==> config.mk <==
export PLATFORM = sky130hd
export DESIGN_NAME = amsg_root
export DESIGN_NICKNAME = d
export VERILOG_FILES = /design/src/rtl/amsg_pkg.sv /design/src/rtl/amsg_root.sv
export SDC_FILE = /design/constraint.sdc
export NUM_CORES = 2
export LEC_CHECK = 0
export ABC_AREA = 1
export BUFFER_PORTS_ARGS = -buffer_cell sky130_fd_sc_hd__buf_4
export CORE_MARGIN = 5
export CORE_UTILIZATION = 40
export DETAILED_ROUTE_END_ITERATION = 12
export PLACE_DENSITY_LB_ADDON = 0.08
export SETUP_SLACK_MARGIN = 0.1
export SLEW_MARGIN = 20
export SYNTH_ARGS = -nofsm -noshare
export SYNTH_HDL_FRONTEND = slang
export SYNTH_SLANG_ARGS = --single-unit
==> constraint.sdc <==
create_clock -name clk -period 7.9 [get_ports clk]
set_clock_uncertainty 0.15 [all_clocks]
set_input_delay 1.58 -clock clk [delete_from_list [all_inputs] [get_ports clk]]
set_output_delay 1.58 -clock clk [all_outputs]
set_load 0.05 [all_outputs]
==> src/rtl/amsg_pkg.sv <==
// shared types, widths and constants for the amsgrad parameter update block
`timescale 1ns / 1ps
`default_nettype none

package amsg_pkg;

  // sizes of the element store and the input queue
  localparam int ELEMENT_COUNT_DEF = 4096;
  localparam int QUEUE_DEPTH       = 4;

  // field and register widths
  localparam int IDX_W      = 12;
  localparam int GRAD_W     = 32;
  localparam int IN_DATA_W  = 48;
  localparam int OUT_DATA_W = 32;
  localparam int ALPHA_W    = 24;
  localparam int BETA_W     = 16;
  localparam int EPS_W      = 16;
  localparam int CFG_W      = 24;
  localparam int CFG_IDX_W  = 2;

  // datapath widths
  localparam int ROOT_W = 24;
  localparam int REM_W  = ROOT_W + 2;
  localparam int NUM_W  = 56;
  localparam int D_W    = ROOT_W + 1;
  localparam int DEN_W  = D_W + 8;
  localparam int N_W    = NUM_W + 1;
  localparam int Q_W    = 32;

  // saturation limits of the update value
  localparam logic [OUT_DATA_W-1:0] UPD_POS_MAX = 32'h7FFF_FFFF;
  localparam logic [OUT_DATA_W-1:0] UPD_NEG_MAX = 32'h8000_0000;

  // register reset values
  localparam logic [ALPHA_W-1:0] LEARNING_RATE_RST = 24'd16777;
  localparam logic [BETA_W-1:0]  FIRST_DECAY_RST   = 16'd58982;
  localparam logic [BETA_W-1:0]  SECOND_DECAY_RST  = 16'd65470;
  localparam logic [EPS_W-1:0]   STABILIZER_RST    = 16'd1;

  // register indexes
  typedef enum logic [CFG_IDX_W-1:0] {
    REG_LEARNING_RATE = 2'd0,
    REG_FIRST_DECAY   = 2'd1,
    REG_SECOND_DECAY  = 2'd2,
    REG_STABILIZER    = 2'd3
  } cfg_reg_t;

  // one classified input beat
  typedef struct packed {
    logic [IDX_W-1:0]  element_index;
    logic              in_range;
    logic [GRAD_W-1:0] gradient;
  } item_t;

  // head of the input queue
  typedef struct packed {
    logic  valid;
    item_t item;
  } queue_head_t;

  // back end status seen by the front end
  typedef struct packed {
    logic pop;
    logic clearing;
  } back_stat_t;

  // per element moments as stored
  typedef struct packed {
    logic [31:0] m;
    logic [31:0] v;
    logic [31:0] vmax;
  } moments_t;

  // result of the moment update
  typedef struct packed {
    logic        in_range;
    logic        sq_sat;
    logic [31:0] m;
    logic [31:0] vmax;
  } upd_t;

  // flags carried down the root and divide pipelines
  typedef struct packed {
    logic in_range;
    logic sq_sat;
    logic m_neg;
    logic num_zero;
  } tag_t;

  // result of the square root pipeline
  typedef struct packed {
    tag_t              tag;
    logic [NUM_W-1:0]  num;
    logic [ROOT_W-1:0] root;
  } root_res_t;

endpackage

`default_nettype wire

==> src/rtl/amsg_root.sv <==
// numerator product and digit-by-digit square root of vmax, one root bit a stage
`timescale 1ns / 1ps
`default_nettype none

module amsg_root (
  input  logic                         clk,
  input  logic                         rst,
  input  logic                         en,
  input  logic [amsg_pkg::ALPHA_W-1:0] learning_rate,
  input  logic                         upd_valid,
  input  amsg_pkg::upd_t               upd,
  output logic                         rt_valid,
  output amsg_pkg::root_res_t          rt_out
);

  localparam int RW = amsg_pkg::ROOT_W;
  localparam int XW = 2 * RW;

  logic              p_valid;
  amsg_pkg::upd_t    p;
  logic [31:0]       p_mag;
  amsg_pkg::tag_t    p_tag;

  logic                            st_valid [RW];
  logic [amsg_pkg::REM_W-1:0]      st_rem   [RW];
  logic [RW-1:0]                   st_root  [RW];
  logic [XW-1:0]                   st_x     [RW];
  amsg_pkg::tag_t                  st_tag   [RW];
  logic [amsg_pkg::NUM_W-1:0]      st_num   [RW];

  // register the moment update
  always_ff @(posedge clk) begin
    if (rst) p_valid <= 1'b0;
    else if (en) p_valid <= upd_valid;
  end

  always_ff @(posedge clk) begin
    if (en) p <= upd;
  end

  assign p_mag          = p.m[31] ? (~p.m + 32'd1) : p.m;
  assign p_tag.in_range = p.in_range;
  assign p_tag.sq_sat   = p.sq_sat;
  assign p_tag.m_neg    = p.m[31];
  assign p_tag.num_zero = (learning_rate == '0) || (p.m == '0);

  // root stages, most significant pair first
  for (genvar k = 0; k < RW; k++) begin : g_stage
    logic [amsg_pkg::REM_W-1:0]   rem_in;
    logic [RW-1:0]                root_in;
    logic [XW-1:0]                x_in;
    logic [amsg_pkg::REM_W+1:0]   cand;
    logic [amsg_pkg::REM_W+1:0]   trial;
    logic                         ge;

    if (k == 0) begin : g_first
      assign rem_in  = '0;
      assign root_in = '0;
      assign x_in    = {p.vmax, 16'd0};
    end else begin : g_next
      assign rem_in  = st_rem[k-1];
      assign root_in = st_root[k-1];
      assign x_in    = st_x[k-1];
    end

    assign cand  = {rem_in, x_in[2*(RW-1-k)+1 -: 2]};
    assign trial = (amsg_pkg::REM_W+2)'({root_in, 2'b01});
    assign ge    = cand >= trial;

    always_ff @(posedge clk) begin
      if (rst) st_valid[k] <= 1'b0;
      else if (en) st_valid[k] <= (k == 0) ? p_valid : st_valid[(k == 0) ? 0 : k-1];
    end

    always_ff @(posedge clk) begin
      if (en) begin
        st_rem[k]  <= ge ? amsg_pkg::REM_W'(cand - trial) : amsg_pkg::REM_W'(cand);
        st_root[k] <= {root_in[RW-2:0], ge};
        st_x[k]    <= x_in;
        if (k == 0) begin
          st_tag[k] <= p_tag;
          st_num[k] <= amsg_pkg::NUM_W'(learning_rate) * amsg_pkg::NUM_W'(p_mag);
        end else begin
          st_tag[k] <= st_tag[(k == 0) ? 0 : k-1];
          st_num[k] <= st_num[(k == 0) ? 0 : k-1];
        end
      end
    end
  end

  assign rt_valid    = st_valid[RW-1];
  assign rt_out.tag  = st_tag[RW-1];
  assign rt_out.num  = st_num[RW-1];
  assign rt_out.root = st_root[RW-1];

endmodule

`default_nettype wire

After elaboration in Yosys (flattened, before gate mapping)
Memories as Yosys holds them, arrays and structs flattened.
Cells that the tools add are included.
{ "op_classes": {"add_sub_neg": 25, "n_mul": 1, "magnitude_cmp": 24, "n_mux": 55, "bitwise_logic": 25, "reduce_logical": 3} }
{ "op_table": {"columns": ["operator", "n"], "rows": [
  ["$ge A28 B26 Y1", 23],
  ["$mux W26", 24],
  ["$sub A26 B26 Y26", 23],
  ["$mul A24 B32 Y56", 1],
  ["$add A32 B1 Y32 const B", 1],
  ["$logic_not A32 Y1", 1],
  ["$mux W32", 1],
  ["$not A32 Y32", 1],
  ["$mux W1", 30],
  ["$logic_not A24 Y1", 1],
  ["$or A1 B1 Y1", 24],
  ["$sub A2 B1 Y3 const B", 1],
  ["$ge A2 B1 Y1 const B", 1],
  ["$logic_or A1 B1 Y1", 1]
]} }
{ "word_totals": {"register_bits": 67, "mem_bits_rw": 3816, "in_bits": 94, "out_inout_bits": 85, "word_cells": 144, "memories": 6} }
{ "memory_table": {"columns": ["memory", "depth", "word_bits", "read_ports", "rd_ports_with_merged_regs", "write_ports", "line_no", "rtl"], "rows": [
  ["st_num", 24, 56, 24, 0, 24, "amsg_root.sv:29", "logic [amsg_pkg::NUM_W-1:0] st_num [RW];"],
  ["st_x", 24, 48, 23, 0, 24, "amsg_root.sv:27", "logic [XW-1:0] st_x [RW];"],
  ["st_rem", 24, 26, 23, 0, 24, "amsg_root.sv:25", "logic [amsg_pkg::REM_W-1:0] st_rem [RW];"],
  ["st_root", 24, 24, 24, 0, 24, "amsg_root.sv:26", "logic [RW-1:0] st_root [RW];"],
  ["st_tag", 24, 4, 24, 0, 24, "amsg_root.sv:28", "amsg_pkg::tag_t st_tag [RW];"],
  ["st_valid", 24, 1, 24, 0, 24, "amsg_root.sv:24", "logic st_valid [RW];"]
]} }

Logic depth before layout (Yosys ltp)
{ "depth": {"word_depth": 4, "mapped_depth": 39} }

Worst setup path after synthesis
Ideal clock, no wire load.
{ "synth_path": {"path_type": "input-to-reg", "startpoint": "input learning_rate[12] (netlist bit)", "endpoint": "memory st_num[0][42] (netlist bit) (data pin)", "setup_ns": 0.252, "t_arrival_ns": 7.269, "required_ns": 7.498, "setup_slack_ns": 0.229, "stages": 27, "path_buffers": 2, "cell_sequence": "inv_1 > clkbuf_1 > clkbuf_1 > nor2_1 > fa_1 > inv_1 > fa_1 > inv_1 > fa_1 > inv_1 > fa_1 > inv_1 > fa_1 > fa_1 > inv_1 > fa_1 > inv_1 > ha_1 > nand2_1 > nor2_1 > inv_1 > nor2_1 > nand3_1 > nand3_1 > nand2_1 > nand3_1 > nand2_1"} }
{ "synth_lines": {"columns": ["element", "line_no", "rtl"], "rows": [
  ["start: declaration", "amsg_root.sv:9", "input logic [amsg_pkg::ALPHA_W-1:0] learning_rate,"],
  ["end: declaration", "amsg_root.sv:29", null]
]} }

==> flow_metrics.tcl <==
set metrics [dict create \
    status "finished clean" \
    die-area_sq_um 356000 \
    ios 179 \
    num-nets-final 14500 \
    syn_area_sq_um 138000 \
    fillers 31900 \
    grt_pass1_vias 90200 \
    max_clock_freq_mhz 132 \
    critPathKind "flop to flop" \
    cts.sinks 2627 \
    cp-start-kind "flop" \
    slowest_delay_ns 0.61 \
    core.rowCount 215 \
    yosysWarnings 0 \
    grtUsageTotal_pct 20.6 \
    vias 88400 \
    grt_start_max_net_pins 172 \
    ant_nets 0 \
    period_minus_slack_ns 7.56 \
    clk_pin_slew_ns 0.06 \
    gr-total-overflow 0 \
    initial_core_util_pct 40.1 \
    gp_congestion 0.931 \
    yosysSeqAreaShare_pct 57.4 \
    vias_per_cell 4.90 \
    finalHoldViolCount 0 \
    first_iter_violations 6480 \
    synth_top_area_share_pct 57.3 \
    cts_root_buf "clkbuf_16" \
    avgSynthCellArea_sq_um 10.9 \
    synth_edf_count 2626 \
    end_kind "flop" \
    cts_tree "done" \
    final-setup-viol-count 0 \
    maxSlewViolCount 0 \
    core_area_sq_um 343000 \
    yosys-top-cells-area "edfxtp_1 57%, fa_1 9.7%, nand2_1 7.8%" \
    htreeDepth 5 \
    worstPathArrival_ns 8.05 \
    tns_ns 0 \
    dr.pass1.iters 6 \
    die_x_um 596 \
    syn-num-nets 13900 \
    drive_above_1_share_pct 10.3 \
    placed_area_sq_um 147000 \
    numCtsBuffers 295 \
    relSlewSlack_pct 24.4 \
    dp_hpwl_um 288000 \
    final_cell_area_sq_um 157000 \
    ys_types 62 \
    hp-class "flop to flop" \
    antenna_found_initial 10 \
    clockBufferDepth 4 \
    wirelength_um 371000 \
    worstPathRequired_ns 8.39 \
    port_buffers 178 \
    drc 0 \
    clock_latency_ns 0.89 \
    synthArstFlopShare_pct 0 \
    wire_per_inst_um 20.6 \
    critPathSlowestCell "fa_1" \
    drv_cap 0 \
    final_util_pct 45.9 \
    worst_pin_slew_ns 1.13 \
    critPathMaxFanout 10 \
    yosysTopAreaCell "edfxtp_1" \
    synth_ff_type "edfxtp_1" \
    path_common_cell "fa_1" \
    post-route-period-util_pct 95.7 \
    die_h_um 596 \
    final_cell_mix "2809 x nand2_1, 2626 x edfxtp_1, 2073 x inv_1, 1070 x nor2_1, 676 x nand3_1" \
    syn_to_final_growth_pct 14.4 \
    final_common_cell "nand2_1" \
    syn_inst 12600 \
    grt_pass1_wl_um 562000 \
    synth-seq-cells 2627 \
    rsz0062_at_grt "yes" \
]
==> state kept, by name, indices dropped and copies added (netlist names) <==
| register | cells |
|---|---|
| st_tag | 96 |
| st_valid | 24 |
| g_stage.x_in | 30 |
| st_num | 1344 |
| st_root | 300 |
| st_rem | 556 |
| st_x | 240 |
| g_stage.cand | 2 |
| p | 34 |
| p_valid | 1 |
==> repair_timing <==
item / CTS / global route
gates resized for setup: 5 / 205
pin swaps: 0 / 48
hold buffers: 0 / 0
endpoints found under the setup margin: 7 / 40
hold endpoints to repair: 0 / 0
buffers inserted: 0 / 10
==> cell usage after synthesis, types with 14 or more instances <==
library cell,n
o21ai_2,20
o21ai_0,240
nand3b_1,68
nand2_2,38
or2_2,18
o21bai_1,19
nor2_2,23
edfxtp_1,2626
fa_1,665
nor2_1,1112
a21oi_2,28
nand3_1,681
xor2_1,159
inv_2,50
buf_4,89
ha_1,494
and2_1,21
clkinv_1,14
buf_2,69
nand2_1,2842
clkbuf_1,92
nor4_1,20
buf_6,17
nand4_1,163
xnor2_1,110
nor3_1,95
a21oi_1,528
inv_1,2077
a21o_1,17
o21ai_1,132
==> worst paths after layout <==
kind / from / slack [ns] / cells past startpoint / endpoint
setup reg to reg: p[33] / 0.34 / 32 / st_num[0][47]
hold reg to reg: st_num[0][193] / 0.20 / 0 / st_num[0][249]
hold / removal: st_num[0][193] / 0.20 / 0 / st_num[0][249]
setup / recovery: p[33] / 0.34 / 32 / st_num[0][47]
==> final cells by class <==
type                    instances  area [sq um]  share of cell area (%)
clock inverters               161          1840                    1.17
well taps                    4557          5700                    3.63
multi-input cells            7592         49700                    31.6
flip-flops and latches       2627         78900                    50.2
inverters                    2146          8080                    5.14
diodes                          3          7.51                 0.00477
repair buffers                598          5290                    3.37
clock buffers                 359          7750                    4.93
==> metrics by stage <==
stage	hold WS [ns]	instances	setup WS, ns
final	0.199	18000	0.337
after global routing	0.191	18000	0.0586
after CTS	0.183	18000	0.0821
after detailed placement	0.255	17500	-0.426
after global placement	0.250	17500	-0.453
after floorplan	0.250	12600	0.229
==> layer usage <==
metal	vias up	track usage, %	wire, um
li1	42700	-	-
met1	43100	29.5	173000
met2	2078	33.3	170000
met3	530	2.86	18100
met4	2	5.46	10300
met5	-	0	7
==> worst max-delay path, delay by kind of cell, from the launching register on <==
kind | cells | cell delay, ns
fa+ha+maj | 8 | 4.08
compound gates | 1 | 0.19
flops | 1 | 0.40
buf+inv | 9 | 0.83
simple gates | 14 | 1.70
==> logic make-up (layout without fill, tap and decap cells) <==
logic type,count (synthesis),in the layout,synth area share (%)
flip-flops,2627,2627,57.4
adder cells (fa/ha/maj),1159,1159,14.2
AND/OR/NAND/NOR,5148,5148,15.8
AO/OA/AOI/OAI,1015,1015,3.96
buffers and inverters,2418,3264,7.02
other,1,4,0.00273
XOR/XNOR,269,269,1.71
Power is left out: the tool's default activity adds up to more than one toggle a clock period on the data nets, which glitch-free logic cannot reach.
