$ cat config.mk
export PLATFORM = sky130hd
export DESIGN_NAME = amsg_div
export DESIGN_NICKNAME = d
export VERILOG_FILES = /design/src/rtl/amsg_pkg.sv /design/src/rtl/amsg_div.sv
export SDC_FILE = /design/constraint.sdc
export NUM_CORES = 2
export LEC_CHECK = 0
export ABC_CLOCK_PERIOD_IN_PS = 4200
export BUFFER_PORTS_ARGS = -buffer_cell sky130_fd_sc_hd__buf_2
export CELL_PAD_IN_SITES_DETAIL_PLACEMENT = 0
export CELL_PAD_IN_SITES_GLOBAL_PLACEMENT = 2
export CORE_ASPECT_RATIO = 0.8
export CORE_MARGIN = 8
export CORE_UTILIZATION = 35
export DETAILED_ROUTE_END_ITERATION = 10
export PLACE_DENSITY_LB_ADDON = 0.1
export SLEW_MARGIN = 20
export SYNTH_ARGS = -nofsm -noshare
export SYNTH_HDL_FRONTEND = slang
export SYNTH_MEMORY_MAX_BITS = 65536
export SYNTH_SLANG_ARGS = --single-unit
$ cat constraint.sdc
create_clock -name clk -period 4.2 [get_ports clk]
set_input_delay 0.63 -clock clk [delete_from_list [all_inputs] [get_ports clk]]
set_output_delay 0.63 -clock clk [all_outputs]
set_load 0.005 [all_outputs]
$ cat src/rtl/amsg_pkg.sv
// shared types, widths and constants for the amsgrad parameter update block
`timescale 1ns / 1ps
`default_nettype none

package amsg_pkg;

  // sizes of the element store and the input queue
  localparam int ELEMENT_COUNT_DEF = 4096;
  localparam int QUEUE_DEPTH       = 4;

  // field and register widths
  localparam int IDX_W      = 12;
  localparam int GRAD_W     = 32;
  localparam int IN_DATA_W  = 48;
  localparam int OUT_DATA_W = 32;
  localparam int ALPHA_W    = 24;
  localparam int BETA_W     = 16;
  localparam int EPS_W      = 16;
  localparam int CFG_W      = 24;
  localparam int CFG_IDX_W  = 2;

  // datapath widths
  localparam int ROOT_W = 24;
  localparam int REM_W  = ROOT_W + 2;
  localparam int NUM_W  = 56;
  localparam int D_W    = ROOT_W + 1;
  localparam int DEN_W  = D_W + 8;
  localparam int N_W    = NUM_W + 1;
  localparam int Q_W    = 32;

  // saturation limits of the update value
  localparam logic [OUT_DATA_W-1:0] UPD_POS_MAX = 32'h7FFF_FFFF;
  localparam logic [OUT_DATA_W-1:0] UPD_NEG_MAX = 32'h8000_0000;

  // register reset values
  localparam logic [ALPHA_W-1:0] LEARNING_RATE_RST = 24'd16777;
  localparam logic [BETA_W-1:0]  FIRST_DECAY_RST   = 16'd58982;
  localparam logic [BETA_W-1:0]  SECOND_DECAY_RST  = 16'd65470;
  localparam logic [EPS_W-1:0]   STABILIZER_RST    = 16'd1;

  // register indexes
  typedef enum logic [CFG_IDX_W-1:0] {
    REG_LEARNING_RATE = 2'd0,
    REG_FIRST_DECAY   = 2'd1,
    REG_SECOND_DECAY  = 2'd2,
    REG_STABILIZER    = 2'd3
  } cfg_reg_t;

  // one classified input beat
  typedef struct packed {
    logic [IDX_W-1:0]  element_index;
    logic              in_range;
    logic [GRAD_W-1:0] gradient;
  } item_t;

  // head of the input queue
  typedef struct packed {
    logic  valid;
    item_t item;
  } queue_head_t;

  // back end status seen by the front end
  typedef struct packed {
    logic pop;
    logic clearing;
  } back_stat_t;

  // per element moments as stored
  typedef struct packed {
    logic [31:0] m;
    logic [31:0] v;
    logic [31:0] vmax;
  } moments_t;

  // result of the moment update
  typedef struct packed {
    logic        in_range;
    logic        sq_sat;
    logic [31:0] m;
    logic [31:0] vmax;
  } upd_t;

  // flags carried down the root and divide pipelines
  typedef struct packed {
    logic in_range;
    logic sq_sat;
    logic m_neg;
    logic num_zero;
  } tag_t;

  // result of the square root pipeline
  typedef struct packed {
    tag_t              tag;
    logic [NUM_W-1:0]  num;
    logic [ROOT_W-1:0] root;
  } root_res_t;

endpackage

`default_nettype wire

$ cat src/rtl/amsg_div.sv
// denominator, rounded restoring division one quotient bit a stage, saturation and output register
`timescale 1ns / 1ps
`default_nettype none

module amsg_div (
  input  logic                            clk,
  input  logic                            rst,
  input  logic                            en,
  input  logic [amsg_pkg::EPS_W-1:0]      stabilizer,
  input  logic                            rt_valid,
  input  amsg_pkg::root_res_t             rt_out,
  output logic                            m_axis_tvalid,
  output logic [amsg_pkg::OUT_DATA_W-1:0] m_axis_tdata,
  output logic                            m_axis_tuser
);

  localparam int QW = amsg_pkg::Q_W;
  localparam int DW = amsg_pkg::DEN_W;

  logic                         da_valid;
  logic [amsg_pkg::D_W-1:0]     da_d;
  logic [amsg_pkg::NUM_W-1:0]   da_num;
  amsg_pkg::tag_t               da_tag;
  logic [amsg_pkg::N_W-1:0]     n_full;
  logic [DW-1:0]                den0;

  logic            dv_valid [QW+1];
  logic [DW-1:0]   dv_rem   [QW+1];
  logic [QW-1:0]   dv_n     [QW+1];
  logic [DW-1:0]   dv_den   [QW+1];
  logic [QW-1:0]   dv_q     [QW+1];
  logic            dv_ovf   [QW+1];
  logic            dv_dz    [QW+1];
  amsg_pkg::tag_t  dv_tag   [QW+1];

  amsg_pkg::tag_t                  f_tag;
  logic [QW-1:0]                   f_q;
  logic [amsg_pkg::OUT_DATA_W-1:0] res;
  logic                            res_sat;

  // denominator: root plus epsilon
  always_ff @(posedge clk) begin
    if (rst) da_valid <= 1'b0;
    else if (en) da_valid <= rt_valid;
  end

  always_ff @(posedge clk) begin
    if (en) begin
      da_d   <= amsg_pkg::D_W'(rt_out.root) + amsg_pkg::D_W'(stabilizer);
      da_num <= rt_out.num;
      da_tag <= rt_out.tag;
    end
  end

  // rounding bias, scaled divisor and overflow check
  assign n_full = amsg_pkg::N_W'(da_num) + amsg_pkg::N_W'({da_d, 7'd0});
  assign den0   = {da_d, 8'd0};

  always_ff @(posedge clk) begin
    if (rst) dv_valid[0] <= 1'b0;
    else if (en) dv_valid[0] <= da_valid;
  end

  always_ff @(posedge clk) begin
    if (en) begin
      dv_rem[0] <= DW'(n_full[amsg_pkg::N_W-1:QW]);
      dv_n[0]   <= n_full[QW-1:0];
      dv_den[0] <= den0;
      dv_q[0]   <= '0;
      dv_ovf[0] <= DW'(n_full[amsg_pkg::N_W-1:QW]) >= den0;
      dv_dz[0]  <= (da_d == '0);
      dv_tag[0] <= da_tag;
    end
  end

  // division stages
  for (genvar k = 1; k <= QW; k++) begin : g_stage
    logic [DW:0] r2;
    logic        ge;

    assign r2 = {dv_rem[k-1], dv_n[k-1][QW-1]};
    assign ge = r2 >= {1'b0, dv_den[k-1]};

    always_ff @(posedge clk) begin
      if (rst) dv_valid[k] <= 1'b0;
      else if (en) dv_valid[k] <= dv_valid[k-1];
    end

    always_ff @(posedge clk) begin
      if (en) begin
        dv_rem[k] <= ge ? DW'(r2 - {1'b0, dv_den[k-1]}) : r2[DW-1:0];
        dv_n[k]   <= {dv_n[k-1][QW-2:0], 1'b0};
        dv_den[k] <= dv_den[k-1];
        dv_q[k]   <= {dv_q[k-1][QW-2:0], ge};
        dv_ovf[k] <= dv_ovf[k-1];
        dv_dz[k]  <= dv_dz[k-1];
        dv_tag[k] <= dv_tag[k-1];
      end
    end
  end

  // sign, saturation and special cases
  assign f_tag = dv_tag[QW];
  assign f_q   = dv_q[QW];

  always_comb begin
    res     = '0;
    res_sat = 1'b0;
    if (!f_tag.in_range) begin
      res     = '0;
      res_sat = 1'b0;
    end else if (f_tag.num_zero) begin
      res     = '0;
      res_sat = f_tag.sq_sat;
    end else if (dv_dz[QW]) begin
      res     = f_tag.m_neg ? amsg_pkg::UPD_POS_MAX : amsg_pkg::UPD_NEG_MAX;
      res_sat = 1'b1;
    end else if (!f_tag.m_neg) begin
      if (dv_ovf[QW] || f_q > amsg_pkg::UPD_NEG_MAX) begin
        res     = amsg_pkg::UPD_NEG_MAX;
        res_sat = 1'b1;
      end else begin
        res     = ~f_q + 32'd1;
        res_sat = f_tag.sq_sat;
      end
    end else begin
      if (dv_ovf[QW] || f_q > amsg_pkg::UPD_POS_MAX) begin
        res     = amsg_pkg::UPD_POS_MAX;
        res_sat = 1'b1;
      end else begin
        res     = f_q;
        res_sat = f_tag.sq_sat;
      end
    end
  end

  // output register
  always_ff @(posedge clk) begin
    if (rst) m_axis_tvalid <= 1'b0;
    else if (en) m_axis_tvalid <= dv_valid[QW];
  end

  always_ff @(posedge clk) begin
    if (en) begin
      m_axis_tdata <= res;
      m_axis_tuser <= res_sat;
    end
  end

endmodule

`default_nettype wire

[Word level (Yosys, flattened, before mapping)]
Memories as Yosys holds them, arrays and structs flattened. A register that Yosys moved wholly into a read port is not among the register bits.
Cells that the tools add are included.
Word-level totals
  output and inout bits: 34
  bits in writable memories: 4521
  register bits after elaboration: 119
  input bits: 104
  memory bits (read-only): 0
  memories: 8
  bits in latches: 0
  logic and storage cells: 207
Memory list
  dv_den: words 33, width 33, rd ports 32, clocked after Yosys merged registers in 0, write ports 33, line amsg_div.sv:30  | logic [DW-1:0] dv_den [QW+1];
  dv_rem: words 33, width 33, rd ports 32, clocked after Yosys merged registers in 0, write ports 33, line amsg_div.sv:28  | logic [DW-1:0] dv_rem [QW+1];
  dv_n: words 33, width 32, rd ports 32, clocked after Yosys merged registers in 0, write ports 33, line amsg_div.sv:29  | logic [QW-1:0] dv_n [QW+1];
  dv_q: words 33, width 32, rd ports 33, clocked after Yosys merged registers in 0, write ports 33, line amsg_div.sv:31  | logic [QW-1:0] dv_q [QW+1];
  dv_tag: words 33, width 4, rd ports 33, clocked after Yosys merged registers in 0, write ports 33, line amsg_div.sv:34  | amsg_pkg::tag_t dv_tag [QW+1];
  dv_dz: words 33, width 1, rd ports 33, clocked after Yosys merged registers in 0, write ports 33, line amsg_div.sv:33  | logic dv_dz [QW+1];
  2 more memories
Operators by class
  add/sub/neg operators: 35
  bitwise logic cells: 35
  equality and inequality tests: 0
  div/mod/pow operators: 0
  shifts and indexed selects: 0
  reductions and logical operators: 4
  magnitude comparators: 35
  mux-type cells: 81
  $mul: 0
Operator list (number)
  $ge 34x33->1: 32
  $mux 33: 32
  $sub 33x33->33: 32
  $mux 32: 5
  $add 56x32->57: 1
  $mux 1: 44
  $ge 25x33->1: 1
  $or 1x1->1: 33
  $add 32x1->32 const B: 1
  $gt 32x31->1 const B: 1
  $gt 32x32->1 const B: 1
  $not 32->32: 1
  $add 24x16->25: 1
  $logic_not 25->1: 1
  $logic_or 1x1->1: 2
  $reduce_or 2->1: 1
  $not 1->1: 1

[Logic depth before layout (Yosys ltp)]
An unclocked memory read counts as a cell.
  depth in word-level cells: 7
  gate-level depth with buffers: 21

[Least setup slack after synthesis]
OpenSTA, ideal clock, no wires.
  path kind: reg-to-reg
  start: register da_d[0] (netlist name)
  end: memory dv_ovf[0][0] (data pin)
  cell stages (with the launch flop): 22
  data required time: 3.939 ns
  setup slack: -0.245 ns
  path buffers: 0
  arrival: 4.183 ns
  setup time: 0.261 ns
  path through: edfxtp_1 > ha_1 > fa_1 > a211oi_1 > o21ai_0 > o31ai_1 > o21a_1 > a21oi_1 > o2111ai_1 > a21oi_1 > and3_1 > xor2_1 > ha_1 > nor2b_1 > o21a_1 > o21a_1 > o21a_1 > o21ai_0 > nand2b_1 > a21oi_1 > o22a_1 > o31ai_1
RTL lines
  start: declaration: line amsg_div.sv:21  | logic [amsg_pkg::D_W-1:0] da_d;
  start signal: assignment: line amsg_div.sv:49  | da_d <= amsg_pkg::D_W'(rt_out.root) + amsg_pkg::D_W'(stabilizer);
  end: declaration: line amsg_div.sv:32  | logic dv_ovf [QW+1];

==> metrics.md <==
| Metric | Value |
|---|---|
| Status | finished, violations left |
| Failing checks | setup timing |
| Worst-Margin Slew | 1.03 ns |
| Placed cell areas | 162000 sq um |
| Worst-path maximum fanout | 2 |
| Crit path capture type | flip-flop |
| Post-route setup slack | -0.180 ns |
| FF+latch count, synth | 3255 |
| Die Y | 605 microns |
| Routed vias | 91318 |
| Post-DR wirelength/cell | 20.9 microns |
| Starting Density | 35.1% |
| CP max stage cell | edfxtp_1 |
| Worst-path clk slew | 0.06 ns |
| Die width | 752 microns |
| Routability cong. | 0.849 |
| PortBufs | 137 |
| Global route total overflow | 0 |
| EDFF count, synth | 3253 |
| CTS Buf Count | 357 |
| Cell Area, Synth | 152000 sq um |
| Slowest Stage Delay on Critical Path | 0.40 ns |
| Period Utilization, post-route | 104% |
| CTS tree | yes |
| Vias in the first global route | 89845 |
| Leakage | 67.4 nW |
| Final nets | 13243 |
| Syn Area/Cell | 13.1 sq um |
| Gate Count Post-Synth | 11554 |
| Post-route DRC | 0 |
| Sequential area share after synthesis | 64.4% |
| Placed cells | 17592 |
| Synth Flop Type | edfxtp_1 |
| Period minus WS final | 4.38 ns |
| Final setup violation count | 1 |
| Post-synth net total | 12543 |
| DP Wirelength | 286 mm |
| Max Slew Vio Count | 0 |
| Max frequency | 228 MHz |
| WP data required | 4.89 ns |
| Core ar. | 432000 sq um |
| Max-cap check violation count | 0 |
| CP most frequent cell | o21a_1 |
| First-pass GRT wire length | 575 mm |
| Area Overhead vs Synth | 15.1% |
| Hold Crit Class | input pin to flip-flop |
| Total Routing Usage GR | 16.4% |
| Htree depth | 5 |
| Clock Path Buffers | 4 |
| Drt pass-1 iters | 5 |
| RSZ-0062 raised after global routing | yes |
| Pin count of the biggest net entering global routing | 147 |
| Hold Fails Final Rpt | 0 |
| Clock skew | 0.0406 ns |
| Fillcell total | 40257 |
| Crit-path cells | ha_2 -> fa_2 -> a211oi_2 -> o21ai_2 -> o31ai_4 -> buf_4 -> o21a_4 -> a21oi_4 -> o2111ai_4 -> a21oi_4 -> and3_4 -> xor2_2 -> ha_1 -> nor2b_1 -> o21a_1 -> o21a_1 -> o21a_1 -> o21ai_2 -> nand2b_1 -> a21oi_1 -> o22a_1 -> o31ai_1 |
| Post-Place Setup Slack | -0.572 ns |
| Worst setup SP type | flip-flop |
| Asr flop ratio synth | 0% |
| Clock tree sinks | 3255 |
| Worst-Skew Late Latency | 0.95 ns |
| DIE AREA | 455000 sq um |
| Yosys cell types | 86 |
| Drt total wl | 384 mm |
| Routed Antenna Nets | 0 |
| First DRT Iteration DRCs | 6922 |
| Critical Path AT | 5.07 ns |
| Critical setup path kind | flip-flop to flip-flop |
| IO Pins | 138 |
| Worst vdd ir | 0.361 mV |
| Share of cells above drive strength 1 | 11.0% |
| Final setup TNS | -0.180 ns |
| Initial antenna violation count | 22 |
| Post-route cell area | 175000 sq um |
| Vias/cell | 4.98 |
| Max-slew headroom | 31.6% |
| CTS root buf | clkbuf_16 |
| Placement Rows | 216 |
| Synth warnings | 0 |
| Core Util, Final | 40.4% |
| Power Dens Cells | 722 nW/um^2 |
| Fin cells | 18336 |
-- through the flow --
step,total power [W],hold slack (ns)
after CTS,0.128,0.0319
after global routing,0.134,0.0871
after detailed placement,0.0950,0.405
after global placement,0.0950,0.400
after floorplan,0.0792,0.400
final,0.126,0.160
-- worst paths after layout --
path	startpoint	to	slack, ns	cells past startpoint
setup / recovery	da_d[0]	dv_ovf[0][0]	-0.18	22
hold / removal	rt_out[14]	da_d[14]	0.16	3
setup reg to reg	da_d[0]	dv_ovf[0][0]	-0.18	22
hold reg to reg	dv_q[0][837]	dv_q[0][870]	0.40	0
-- critical path: cells and delay by family (launching register included) --
| kind | cells | cell delay, ns |
|---|---|---|
| xor gates and xnor gates | 1 | 0.15 |
| AOI/OAI and AO/OA | 14 | 2.15 |
| and+or+nand+nor | 3 | 0.41 |
| buffers and inverters | 1 | 0.16 |
| adders and majority gates | 3 | 0.85 |
| DFF | 1 | 0.40 |
-- where the power goes --
group	switching, W	total (W)	leakage (nW)	internal [W]
clock network	0.0134	0.0316	5.65	0.0182
logic	0.0267	0.0459	29.8	0.0193
registers	0.00407	0.0485	31.9	0.0445
-- layer usage --
layer  global-route usage, %  wire length (microns)  vias up
met1                    24.1                 188000    44528
met4                    3.71                   8340        4
met5                       0                     21        -
met2                    25.9                 172000     1675
met3                    2.21                  15800      475
li1                        -                      -    44636
-- state kept, by name, indices dropped and copies added, names as in the netlist --
name / count
da_d: 25
da_num: 56
da_tag: 4
da_valid: 1
dv_den: 800
dv_dz: 33
dv_n: 528
dv_ovf: 33
dv_q: 528
dv_rem: 1048
dv_tag: 132
dv_valid: 33
m_axis_tdata: 32
m_axis_tuser: 1
m_axis_tvalid: 1
-- cells in the mapped netlist (47+ instances only) --
library cell	count	area [sq um]
nand4_1	106	663
inv_1	1080	4050
or2_2	62	388
nor2_1	651	2440
a21o_1	301	2260
o21ai_0	747	3740
o31ai_1	104	781
nor4_1	80	500
a21oi_1	727	3640
and3_1	70	438
xor2_1	250	2190
xnor2_1	334	2930
o21bai_1	47	353
clkbuf_1	156	586
nand2_1	755	2830
mux2_2	235	2650
nand3_1	151	756
a211oi_1	108	811
edfxtp_1	3253	97700
a31oi_1	74	463
nor3_1	165	826
or3_1	87	544
nor2b_1	124	776
o21a_1	184	1380
nand2b_1	131	820
and2_1	62	388
ha_1	852	10700
-- layout by cell type (no fill, tap or decap), types with 62 or more instances in the layout --
cell / n
nor2_1: 647
or2_2: 62
a21o_1: 301
clkbuf_16: 362
nor4_1: 80
o21ai_0: 741
o21a_1: 183
dlygate4sd3_1: 73
nand2b_1: 131
buf_4: 271
nand3_1: 150
xnor2_1: 333
nand2_1: 755
edfxtp_1: 3253
a31oi_1: 74
mux2_2: 235
a21oi_1: 723
a211oi_1: 104
nor2b_1: 121
xor2_1: 249
nor3_1: 161
buf_2: 136
inv_1: 1080
and3_1: 69
clkbuf_1: 72
nand4_1: 106
or3_1: 87
and2_1: 62
ha_1: 851
o31ai_1: 103
-- layout make-up --
cell class	count	area (sq um)	share of cell area, %
sequential	3255	97700	56.0
tap	5777	7230	4.14
clock buffer	434	9330	5.34
inverter	1080	4050	2.32
timing repair buffer	526	4370	2.50
multi-input combinational	7034	49500	28.3
antenna	8	20.0	0.0115
clock inverter	222	2390	1.37
-- repair_timing --
item	in CTS	in global routing
gates cloned	0	0
pin swaps	16	16
buffers inserted	5	2
hold buffers	73	0
endpoints found under the setup margin	1	1
resized for setup	9	13
hold endpoints to repair	71	0
-- cells by family after synthesis --
| family | Yosys count | synth area share, % |
|---|---|---|
| and+or+nand+nor | 2588 | 8.33 |
| adders and majority gates | 885 | 7.46 |
| buffers and inverters | 1265 | 3.15 |
| xor gates and xnor gates | 584 | 3.37 |
| AOI/OAI and AO/OA | 2698 | 11.2 |
| muxes | 279 | 2.04 |
| DFF | 3255 | 64.4 |
(Power assumes the default switching activity.)
